[src/texture_tile_4x4_reorder_defines.svh]
// Assertion macros shared by the tile reorder RTL.
`ifndef TEXTURE_TILE_4X4_REORDER_DEFINES_SVH
`define TEXTURE_TILE_4X4_REORDER_DEFINES_SVH

// Check that cons holds in the same cycle whenever ante holds.
`define TTR_ASSERT_IMP(lbl, ante, cons) \
  lbl: assert property (@(posedge clk_i) disable iff (!rst_ni) (ante) |-> (cons)) \
    else $error("ttr assertion failed");

// Check that cons holds in the cycle after ante.
`define TTR_ASSERT_NXT(lbl, ante, cons) \
  lbl: assert property (@(posedge clk_i) disable iff (!rst_ni) (ante) |=> (cons)) \
    else $error("ttr assertion failed");

// Check that cond holds on every clock edge out of reset.
`define TTR_ASSERT_ALWAYS(lbl, cond) \
  `TTR_ASSERT_IMP(lbl, 1'b1, cond)

`endif

[src/ttr_pkg.sv]
// Package with the constants and types of the tile reorder block.
package ttr_pkg;

  localparam int MAX_WIDTH = 1024;  // widest image line in pixels
  localparam int PIX_W     = 16;    // pixel width
  localparam int TPR_W     = 9;     // tiles_per_row register width
  localparam int OQ_DEPTH  = 3;     // output queue entries

  // Read request issued to the band store, with its end-of-band mark.
  typedef struct packed {
    logic vld;
    logic last;
  } ttr_rd_t;

endpackage

[src/ttr_oq.sv]
// Output queue that catches store read data and decouples the receiver.
`include "texture_tile_4x4_reorder_defines.svh"

module ttr_oq #(
  parameter int Depth = ttr_pkg::OQ_DEPTH
) (
  input  logic                      clk_i,
  input  logic                      rst_ni,
  input  ttr_pkg::ttr_rd_t          issue_i,
  input  logic [ttr_pkg::PIX_W-1:0] rdata_i,
  input  logic                      out_ready_i,
  output logic                      room_o,
  output logic                      out_valid_o,
  output logic [ttr_pkg::PIX_W-1:0] pixel_o,
  output logic                      band_end_o
);
  import ttr_pkg::*;

  localparam int PW   = $clog2(Depth);
  localparam int CntW = $clog2(Depth + 1);

  logic [PIX_W:0]  mem_q [Depth];
  logic [PW-1:0]   wptr_q, rptr_q;
  logic [CntW-1:0] cnt_q;
  logic            pend_q, pend_last_q;
  logic            push, pop;

  // One read in flight: its data shows up from the RAM in the next cycle.
  always_ff @(posedge clk_i or negedge rst_ni) begin
    if (!rst_ni) begin
      pend_q <= 1'b0;
    end else begin
      pend_q <= issue_i.vld;
    end
  end

  always_ff @(posedge clk_i) begin
    pend_last_q <= issue_i.last;
  end

  assign push = pend_q;
  assign pop  = out_valid_o && out_ready_i;

  always_ff @(posedge clk_i) begin
    if (push) begin
      mem_q[wptr_q] <= {pend_last_q, rdata_i};
    end
  end

  always_ff @(posedge clk_i or negedge rst_ni) begin
    if (!rst_ni) begin
      wptr_q <= '0;
      rptr_q <= '0;
      cnt_q  <= '0;
    end else begin
      if (push) begin
        wptr_q <= (wptr_q == PW'(Depth - 1)) ? '0 : wptr_q + PW'(1);
      end
      if (pop) begin
        rptr_q <= (rptr_q == PW'(Depth - 1)) ? '0 : rptr_q + PW'(1);
      end
      cnt_q <= cnt_q + CntW'(push) - CntW'(pop);
    end
  end

  // Take a new item only if queued plus in-flight results leave a free slot.
  assign room_o      = (CntW'(cnt_q) + CntW'(pend_q)) <= CntW'(Depth - 1);
  assign out_valid_o = cnt_q != '0;
  assign pixel_o     = mem_q[rptr_q][PIX_W-1:0];
  assign band_end_o  = mem_q[rptr_q][PIX_W];

  `TTR_ASSERT_ALWAYS(a_cnt_bound, cnt_q <= CntW'(Depth))
  `TTR_ASSERT_IMP(a_no_overflow, push && (cnt_q == CntW'(Depth)), pop)
  `TTR_ASSERT_IMP(a_issue_has_room, issue_i.vld, room_o)

endmodule

[config.mk]
export PLATFORM = sky130hd
export DESIGN_NAME = ttr_oq
export DESIGN_NICKNAME = d
export VERILOG_FILES = /design/src/ttr_pkg.sv /design/src/ttr_oq.sv
export VERILOG_INCLUDE_DIRS = /design/src /design/src/src
export SDC_FILE = /design/constraint.sdc
export NUM_CORES = 1
export LEC_CHECK = 0
export BUFFER_PORTS_ARGS = -buffer_cell sky130_fd_sc_hd__buf_2
export CAP_MARGIN = 20
export CORE_UTILIZATION = 25
export CTS_CLUSTER_DIAMETER = 100
export DETAILED_ROUTE_END_ITERATION = 10
export PLACE_DENSITY_LB_ADDON = 0.15
export SYNTH_ARGS = -nofsm -noshare
export SYNTH_HDL_FRONTEND = slang
export SYNTH_SLANG_ARGS = --single-unit
[constraint.sdc]
create_clock -name clk_i -period 5.73 [get_ports clk_i]
set_clock_uncertainty 0.2 [all_clocks]
set_input_delay 1.146 -clock clk_i [delete_from_list [all_inputs] [get_ports clk_i]]
set_output_delay 1.146 -clock clk_i [all_outputs]
set_load 0.05 [all_outputs]
==> flow_summary.yaml <==
timing:
  timing.setup.tns_ns: 0
  fin_crit_sh: 0.543
  period_minus_slack_ns: 3.11
  finalHoldViolCount: 0
  rsz0062_at_grt: "false"
  setup_viol: 0
  slew_violations: 0
  max_clock_freq_ghz: 0.321
  slew_headroom: 0.314
  worst_slew_pin_slew_ns: 1.03
  hold_slack_ns: 0.255
detailed_routing:
  drt_iter0_markers: 33
  wirelength_um: 4000
  dr_total_vias: 1195
  first_pass_iters: 3
  wire_per_inst_um: 13.4
  ant_nets: 0
  drc: 0
  vias_per_cell: 4.01
worst_setup_path:
  endpoint_kind: "output pin"
  arrival_ns: 1.77
  critPathMaxFanout: 11
  cp.required_ns: 4.38
  crit_type: "flop to output pin"
  critPathLaunchType: "flop"
cts:
  cts.clk_slew.worst_paths_ns: 0.06
  htreeDepth: 3
  cts_sinks: 59
  cts_resized: 0
  clk_latency_ns: 0.32
  clockBufferDepth: 2
  holdBufCountCts: 0
  cts_tree: "yes"
  numCtsBuffers: 9
  post_cts_buffers: 0
  cts-root-buf: "clkbuf_8"
synthesis:
  synth_area_leaders: "edfxtp_1 (68%), mux2i_1 (8.0%), dfrtp_1 (7.8%)"
  yosys_warnings: 0
  synth_cell_types: 20
  ys_seq_elements: 59
  ys_seq_area_frac: 0.765
  syn_avg_cell_area_um2: 16.5
  syn_area_um2: 2260
  synth_nets: 160
  synth_top_area_frac: 0.678
  yosysTopAreaCell: "edfxtp_1"
  synth_cells: 137
floorplan:
  start_util: 0.259
  fp.coreArea_um2: 8720
  rows: 34
  die-width_um: 97.0
  dieArea_um2: 9420
  fp.dieH_um: 97.0
  io_pins: 40
placement:
  placed_cells_incl_taps: 280
  place.port_buffers: 39
  finalWeightedCongestion: 0.655
  dpl.hpwl_um: 2580
power_and_ir_drop:
  power_uw: 1570
  vdd.ir_drop.worst_mv: 0.144
  p_per_area_nw_per_um2: 557
  p_leak_uw: 0.00108
global_routing:
  grt_remaining_overflow: 0
  grt_pass1_vias: 1318
  grt_pass1_wl_um: 6470
  grt_usage: 0.0954
  antenna_found_initial: 0
  grt_max_degree: 25
final_layout:
  final_nets: 208
  n_antenna_cell: 0
  instances_no_fill: 298
  syn_to_final_growth_pct: 24.7
  fill_cells: 835
  drive_gt1_frac: 0.337
run_status:
  outcome: "completed"
worst_hold_path:
  hp-class: "flop to flop"
run:
  max-cap-violations: 0
per-layer routing:
metal	GRT usage	vias to the layer above	wire length [um]
met3	0.0390	7	217
li1	-	601	-
met1	0.0933	561	1620
met5	0	-	0
met4	0.0586	0	73
met2	0.167	26	2080
stage by stage:
stage          area, um^2   util  setup slack [ns]
2_1_floorplan        2260      -              3.01
5_1_grt              2820  0.323              2.50
6_report             2820  0.323              2.62
3_5_place_dp         2590  0.297              2.62
4_1_cts              2780  0.319              2.26
3_3_place_gp         2560  0.294              2.63
Yosys cell counts, drive strengths merged:
master,number
nand2b,1
dfxtp,1
a21o,1
xnor2,2
dfrtp,7
mux2,2
nor3b,2
buf,6
ha,2
inv,4
o21ai,18
nor2b,1
nor2,2
edfxtp,51
or2,1
nand2,18
mux2i,18
cell families (layout without fill, tap and decap cells):
| logic type | Yosys count | in the layout | synth area share |
|---|---|---|---|
| and+or+nand+nor | 25 | 25 | 0.0537 |
| adders and majority gates | 2 | 2 | 0.0111 |
| muxes | 20 | 20 | 0.0897 |
| xor gates and xnor gates | 2 | 2 | 0.00776 |
| DFF | 59 | 59 | 0.765 |
| buffers and inverters | 10 | 63 | 0.0282 |
| AOI/OAI and AO/OA | 19 | 19 | 0.0449 |
flip-flops by register name (all words and copies together) (netlist names):
signal / count
pend_last_q: 1
pend_q: 1
wptr_q: 2
rptr_q: 2
mem_q: 51
cnt_q: 2
layout make-up:
type	instances	area [um^2]	area share
Multi-Input combinational cell	68	482	0.171
Inverter	4	15.0	0.00533
Clock buffer	13	149	0.0529
Timing Repair Buffer	43	269	0.0955
Clock inverter	3	40.0	0.0142
Sequential cell	59	1730	0.613
Tap cell	108	135	0.0480
power by group:
part	internal, uW	switching, uW
Sequential	542	58.6
Clock	212	147
Combinational	192	419
Total	945	625
cell usage in the layout (no fill, tap or decap), types with 2 or more instances in the layout:
cell and n:
nand2_1 18, edfxtp_1 51, clkbuf_1 3, inv_1 4
dfrtp_1 7, clkinv_2 2, mux2i_1 18, ha_1 2
xnor2_1 2, buf_2 39, o21ai_1 17, buf_16 2
mux2_2 2, clkbuf_8 10
worst paths after layout:
| kind | endpoint | slack [ns] | depth (start not counted) | start |
|---|---|---|---|---|
| min | mem_q[2][16] | 0.26 | 0 | pend_last_q |
| min reg2reg | mem_q[2][16] | 0.26 | 0 | pend_last_q |
| max reg2reg | mem_q[2][8] | 3.74 | 3 | pend_q |
| max | pixel_o[4] | 2.62 | 4 | rptr_q[0] |
| min in group asynchronous | rptr_q[1] | 0.45 | 1 | rst_ni |
| max in group asynchronous | wptr_q[1] | 4.72 | 1 | rst_ni |
critical path: stages (launching register included):
cell,delay [ns]
dfrtp_1,0.70
buf_16,0.22
mux2i_1,0.08
o21ai_1,0.15
buf_2,0.29
(Power assumes the default switching activity.)
