===== config.mk =====
export PLATFORM = sky130hd
export DESIGN_NAME = ttr_ctrl
export DESIGN_NICKNAME = d
export VERILOG_FILES = /design/src/ttr_pkg.sv /design/src/ttr_ctrl.sv
export VERILOG_INCLUDE_DIRS = /design/src /design/src/src
export SDC_FILE = /design/constraint.sdc
export NUM_CORES = 1
export LEC_CHECK = 0
export BUFFER_PORTS_ARGS = -buffer_cell sky130_fd_sc_hd__buf_2
export CORE_AREA = 2 2 69 87
export DETAILED_ROUTE_END_ITERATION = 8
export DIE_AREA = 0 0 71 89
export PLACE_DENSITY = 0.69
export SETUP_SLACK_MARGIN = 0.3
export SYNTH_ARGS = -nofsm -noshare
export SYNTH_HDL_FRONTEND = slang
export SYNTH_SLANG_ARGS = --single-unit

===== constraint.sdc =====
create_clock -name clk_i -period 4.8 [get_ports clk_i]
set_clock_uncertainty 0.15 [all_clocks]
set_input_delay 0.48 -clock clk_i [delete_from_list [all_inputs] [get_ports clk_i]]
set_output_delay 0.48 -clock clk_i [all_outputs]
set_load 0.05 [all_outputs]

===== src/texture_tile_4x4_reorder_defines.svh =====
// Assertion macros shared by the tile reorder RTL.
`ifndef TEXTURE_TILE_4X4_REORDER_DEFINES_SVH
`define TEXTURE_TILE_4X4_REORDER_DEFINES_SVH

// Check that cons holds in the same cycle whenever ante holds.
`define TTR_ASSERT_IMP(lbl, ante, cons) \
  lbl: assert property (@(posedge clk_i) disable iff (!rst_ni) (ante) |-> (cons)) \
    else $error("ttr assertion failed");

// Check that cons holds in the cycle after ante.
`define TTR_ASSERT_NXT(lbl, ante, cons) \
  lbl: assert property (@(posedge clk_i) disable iff (!rst_ni) (ante) |=> (cons)) \
    else $error("ttr assertion failed");

// Check that cond holds on every clock edge out of reset.
`define TTR_ASSERT_ALWAYS(lbl, cond) \
  `TTR_ASSERT_IMP(lbl, 1'b1, cond)

`endif


===== src/ttr_pkg.sv =====
// Package with the constants and types of the tile reorder block.
package ttr_pkg;

  localparam int MAX_WIDTH = 1024;  // widest image line in pixels
  localparam int PIX_W     = 16;    // pixel width
  localparam int TPR_W     = 9;     // tiles_per_row register width
  localparam int OQ_DEPTH  = 3;     // output queue entries

  // Read request issued to the band store, with its end-of-band mark.
  typedef struct packed {
    logic vld;
    logic last;
  } ttr_rd_t;

endpackage


===== src/ttr_ctrl.sv =====
// Write and read address generation for the ping-pong band store.
`include "texture_tile_4x4_reorder_defines.svh"

module ttr_ctrl #(
  parameter int MaxWidth = ttr_pkg::MAX_WIDTH
) (
  input  logic                          clk_i,
  input  logic                          rst_ni,
  input  logic                          cfg_we_i,
  input  logic [ttr_pkg::TPR_W-1:0]     cfg_wdata_i,
  input  logic                          acc_i,
  input  logic                          flush_i,
  input  logic [ttr_pkg::PIX_W-1:0]     pixel_i,
  output logic                          wr_en_o,
  output logic [$clog2(MaxWidth)+2:0]   wr_addr_o,
  output logic [ttr_pkg::PIX_W-1:0]     wr_data_o,
  output logic [$clog2(MaxWidth)+2:0]   rd_addr_o,
  output ttr_pkg::ttr_rd_t              rd_o
);
  import ttr_pkg::*;

  localparam int CW   = $clog2(MaxWidth);
  localparam int RiW  = CW + 2;
  localparam int XW   = ((RiW > TPR_W + 4) ? RiW : TPR_W + 4) + 1;
  localparam int TMax = MaxWidth / 4;

  logic [TPR_W-1:0] tpr_q, tpr_d;
  logic [CW-1:0]    wcol_q, wcol_d;
  logic [1:0]       wrow_q, wrow_d;
  logic             whalf_q, whalf_d;
  logic [RiW-1:0]   ridx_q, ridx_d;
  logic             bready_q, bready_d;

  logic             rd_en, rd_last, wr_en, col_wrap;
  logic [CW-1:0]    rd_col;

  // Clamp the register value once, at the write.
  always_comb begin
    tpr_d = tpr_q;
    if (cfg_we_i) begin
      if (cfg_wdata_i == '0) begin
        tpr_d = TPR_W'(1);
      end else if (XW'(cfg_wdata_i) > XW'(TMax)) begin
        tpr_d = TPR_W'(TMax);
      end else begin
        tpr_d = cfg_wdata_i;
      end
    end
  end

  assign rd_en    = acc_i && bready_q;
  assign rd_last  = (XW'(ridx_q) + XW'(1)) >= XW'({tpr_q, 4'b0000});
  assign rd_col   = CW'((ridx_q >> 4) << 2) | CW'(ridx_q[1:0]);
  assign wr_en    = acc_i && !flush_i;
  assign col_wrap = (XW'(wcol_q) + XW'(1)) >= XW'({tpr_q, 2'b00});

  always_comb begin
    wcol_d   = wcol_q;
    wrow_d   = wrow_q;
    whalf_d  = whalf_q;
    ridx_d   = ridx_q;
    bready_d = bready_q;
    // Drain one pixel of the finished band first.
    if (rd_en) begin
      if (rd_last) begin
        bready_d = 1'b0;
        ridx_d   = '0;
      end else begin
        ridx_d = ridx_q + RiW'(1);
      end
    end
    // Then store the incoming pixel; a finished band restarts the drain.
    if (wr_en) begin
      if (col_wrap) begin
        wcol_d = '0;
        if (wrow_q == 2'd3) begin
          wrow_d   = '0;
          whalf_d  = ~whalf_q;
          bready_d = 1'b1;
          ridx_d   = '0;
        end else begin
          wrow_d = wrow_q + 2'd1;
        end
      end else begin
        wcol_d = wcol_q + CW'(1);
      end
    end
  end

  always_ff @(posedge clk_i or negedge rst_ni) begin
    if (!rst_ni) begin
      tpr_q    <= TPR_W'(1);
      wcol_q   <= '0;
      wrow_q   <= '0;
      whalf_q  <= 1'b0;
      ridx_q   <= '0;
      bready_q <= 1'b0;
    end else begin
      tpr_q    <= tpr_d;
      wcol_q   <= wcol_d;
      wrow_q   <= wrow_d;
      whalf_q  <= whalf_d;
      ridx_q   <= ridx_d;
      bready_q <= bready_d;
    end
  end

  assign wr_en_o   = wr_en;
  assign wr_addr_o = {whalf_q, wrow_q, wcol_q};
  assign wr_data_o = pixel_i;
  assign rd_addr_o = {~whalf_q, ridx_q[3:2], rd_col};
  assign rd_o.vld  = rd_en;
  assign rd_o.last = rd_last;

  `TTR_ASSERT_NXT(a_band_done_sets_ready, wr_en && col_wrap && (wrow_q == 2'd3), bready_q)
  `TTR_ASSERT_IMP(a_read_needs_ready, rd_o.vld, bready_q)
  `TTR_ASSERT_NXT(a_last_clears_ready, rd_en && rd_last && !(wr_en && col_wrap), !bready_q)

endmodule


==> results_dict.tcl <==
set metrics [dict create \
    yosys_warnings 0 \
    drc_errors 0 \
    grtUsageMet1_pct 22.92 \
    end_kind "output port" \
    post-dp-hpwl_um 3941 \
    pin_count 75 \
    slowest_delay_ns 0.45 \
    n_antenna_cell 0 \
    grt_pass1_wl_um 9018 \
    path_delay_family "simple AND/OR/NAND/NOR gates" \
    grt.overflow.total 0 \
    start_util_pct 46.69 \
    critical_path_buf_inv_count 1 \
    dieArea_um2 6319 \
    tns_ns 0 \
    max_freq_mhz 257.7 \
    rows 30 \
    power_w 0.001048 \
    dr.pass1.iters 4 \
    finalHoldViolCount 0 \
    grt_pass1_vias 1918 \
    ys_types 48 \
    status "completed" \
    instances_no_fill 363 \
    async_reset_ff_share_pct 100.0 \
    peakVddDrop_mv 0.3580 \
    seq_area_frac_synth_pct 34.52 \
    vias 2042 \
    slowest_stage "dfrtp_1" \
    clk_latency_ns 0.29 \
    cts_buffers 5 \
    clkTransAtPathRegs_ns 0.08 \
    crit_type "reg -> out" \
    antenna_left 0 \
    place_inst 356 \
    busiest_layer "met2" \
    hold_buffers 0 \
    period_needed_ns 3.880 \
    ctsRootBufferMaster "clkbuf_8" \
    post_cts_buffers 0 \
    synth_edf_count 0 \
    cellPowerDensity_nw_per_um2 384.2 \
    drive_gt1_share_pct 22.74 \
    setup_viol 0 \
    min_path_type "in -> async" \
    fillCellCount 510 \
    slew_headroom_pct 41.36 \
    synth.cell_area_um2 2541 \
    syn_inst 276 \
    cts_max_level 2 \
    regToRegStartpoint "wcol_q[0]$_DFFE_PN0P_" \
    period_share_pct 80.84 \
    die_y_um 89 \
    worstPathMaxFanout 8 \
    cp_common_cell "ha_1" \
    slew_viol_final 0 \
    startpoint_type "flop" \
    io_buffers 42 \
    crit_required_ns 4.17 \
    worst_hold_slack_ns 0.1085 \
    layout-area-overhead-vs-synth_pct 7.386 \
    drv_cap 0 \
    rrSetupSlack_ns 1.39 \
    antenna_found_initial 0 \
    vias_per_cell 5.625 \
    fin_util_pct 50.14 \
    die_w_um 71 \
    reg2regPathDepth 10 \
    synthesis.nets 327 \
    place_congestion 0.8095 \
    clock_sink_count 35 \
    grt_max_degree 36 \
    cp_data_arrival_time_ns 3.25 \
    wl_per_cell_um 14.67 \
    nets 350 \
    cp_cell_sequence "ha_1 > nand4_1 > nor3_1 > xor2_1 > ha_1 > a211oi_1 > nor2_1 > a211oi_4 > nand2_2 > buf_2" \
    cts_tree "done" \
    p_leak_nw 1.316 \
    ys.flop_type "dfrtp_1" \
    drt_iter0_drc 104 \
    synth_area_per_cell_um2 9.207 \
    ys_ff_latch 35 \
    grt_usage_pct 17.94 \
    core_area_um2 5443 \
    wl_um 5325 \
    met2_usage_pct 30.25 \
    rsz0062_at_grt "no" \
    cts_resized 0 \
    use_met3_pct 4.059 \
    tightest_slew_ns 0.8781 \
    cts_buffer_depth 2 \
    r2r_end "bready_q$_DFF_PN0_" \
]
-- power breakdown --
group / leakage, nW / internal [W] / total (W) / switching (W)
combinational: 0.808 / 0.000119 / 0.000421 / 0.000302
clock: 0.0470 / 0.000113 / 0.000226 / 0.000113
sequential: 0.461 / 0.000344 / 0.000402 / 0.0000586
total: 1.32 / 0.000575 / 0.00105 / 0.000473
-- cell type report --
type / count / area (um^2) / area share, %
clock buffer: 6 / 82.58 / 3.026
clock inverter: 1 / 5.005 / 0.1834
inverter: 19 / 71.32 / 2.613
multi-input combinational: 195 / 1395 / 51.12
sequential: 35 / 877.1 / 32.14
tap: 64 / 80.08 / 2.934
timing repair buffer: 43 / 217.7 / 7.978
-- layer usage --
layer / routed length [um] / vias to the layer above
met3: 315 / 11
met5: 0 / -
met4: 81 / 0
met1: 2347 / 969
met2: 2580 / 60
li1: - / 1002
-- worst register-to-register path: stages, from the launching register on --
cell	delay, ns
dfrtp_1	0.43
ha_1	0.28
and3_1	0.23
nand3_1	0.19
nor2_1	0.17
xor2_1	0.10
ha_1	0.30
and4_1	0.26
o311ai_2	0.30
a211oi_4	0.72
o21bai_1	0.21
-- sequential cells by signal, indices dropped and copies added (netlist names) --
name	cells
bready_q	1
ridx_q	12
tpr_q	9
wcol_q	10
whalf_q	1
wrow_q	2
-- worst max-delay path by stage --
stage,start,endpoint,slack [ns],depth (start not counted)
floorplan,ridx_q[0]$_DFF_PN0_,rd_o[0],1.28,10
global placement,ridx_q[0]$_DFF_PN0_,rd_o[0],1.35,10
global route,ridx_q[0]$_DFF_PN0_,rd_o[0],0.64,10
finish,ridx_q[0]$_DFF_PN0_,rd_o[0],0.92,10
detailed placement,ridx_q[0]$_DFF_PN0_,rd_o[0],1.25,10
CTS,ridx_q[0]$_DFF_PN0_,rd_o[0],0.91,10
-- synthesized netlist by cell type, types with 3 or more instances --
cell type | instances | area, um^2
dfrtp_1 | 34 | 850.8
nand2_1 | 30 | 112.6
ha_1 | 21 | 262.8
o21ai_0 | 20 | 100.1
buf_4 | 19 | 142.6
inv_1 | 18 | 67.56
nand3_1 | 12 | 60.06
a21oi_1 | 11 | 55.05
nor2_1 | 11 | 41.29
xnor2_1 | 9 | 78.83
xor2_1 | 8 | 70.07
mux2_2 | 7 | 78.83
nand3b_1 | 7 | 52.55
nand4_1 | 7 | 43.79
a211oi_1 | 6 | 45.04
and3_1 | 6 | 37.54
a31oi_1 | 4 | 25.02
and4_1 | 3 | 26.28
buf_6 | 3 | 33.78
clkbuf_1 | 3 | 11.26
nor3_1 | 3 | 15.01
-- kinds of logic (layout without fill, tap and decap cells) --
family / count (synthesis) / in the layout / synth area share (%)
and+or+nand+nor: 88 / 88 / 18.27
xor gates and xnor gates: 17 / 17 / 5.859
buffers and inverters: 46 / 69 / 10.59
muxes: 9 / 9 / 3.890
adders and majority gates: 21 / 21 / 10.34
AOI/OAI and AO/OA: 60 / 60 / 16.54
DFF: 35 / 35 / 34.52
-- layout by cell type, fill, tap and decap left out, types with 2 or more instances in the layout --
master	n
a31oi_1	4
xnor2_1	9
o21a_1	2
nor4_2	2
mux2_2	7
and4_1	3
ha_1	21
nand3b_1	7
nand4_1	7
a22o_1	2
mux2i_1	2
nor3_1	3
nand3_1	12
o21ai_0	20
dfrtp_1	34
xor2_1	8
a21oi_1	11
o21bai_1	2
nand2_1	30
inv_1	18
and3_1	6
nor2_1	11
a211oi_1	6
buf_2	42
a211oi_4	2
clkbuf_8	6
-- through the flow --
step,area (um^2),setup WS (ns)
finish,2729,0.9197
global route,2729,0.6368
CTS,2729,0.9132
detailed placement,2641,1.250
global placement,2641,1.354
floorplan,2541,1.277
Note: power is estimated with default switching activity, not from simulation.
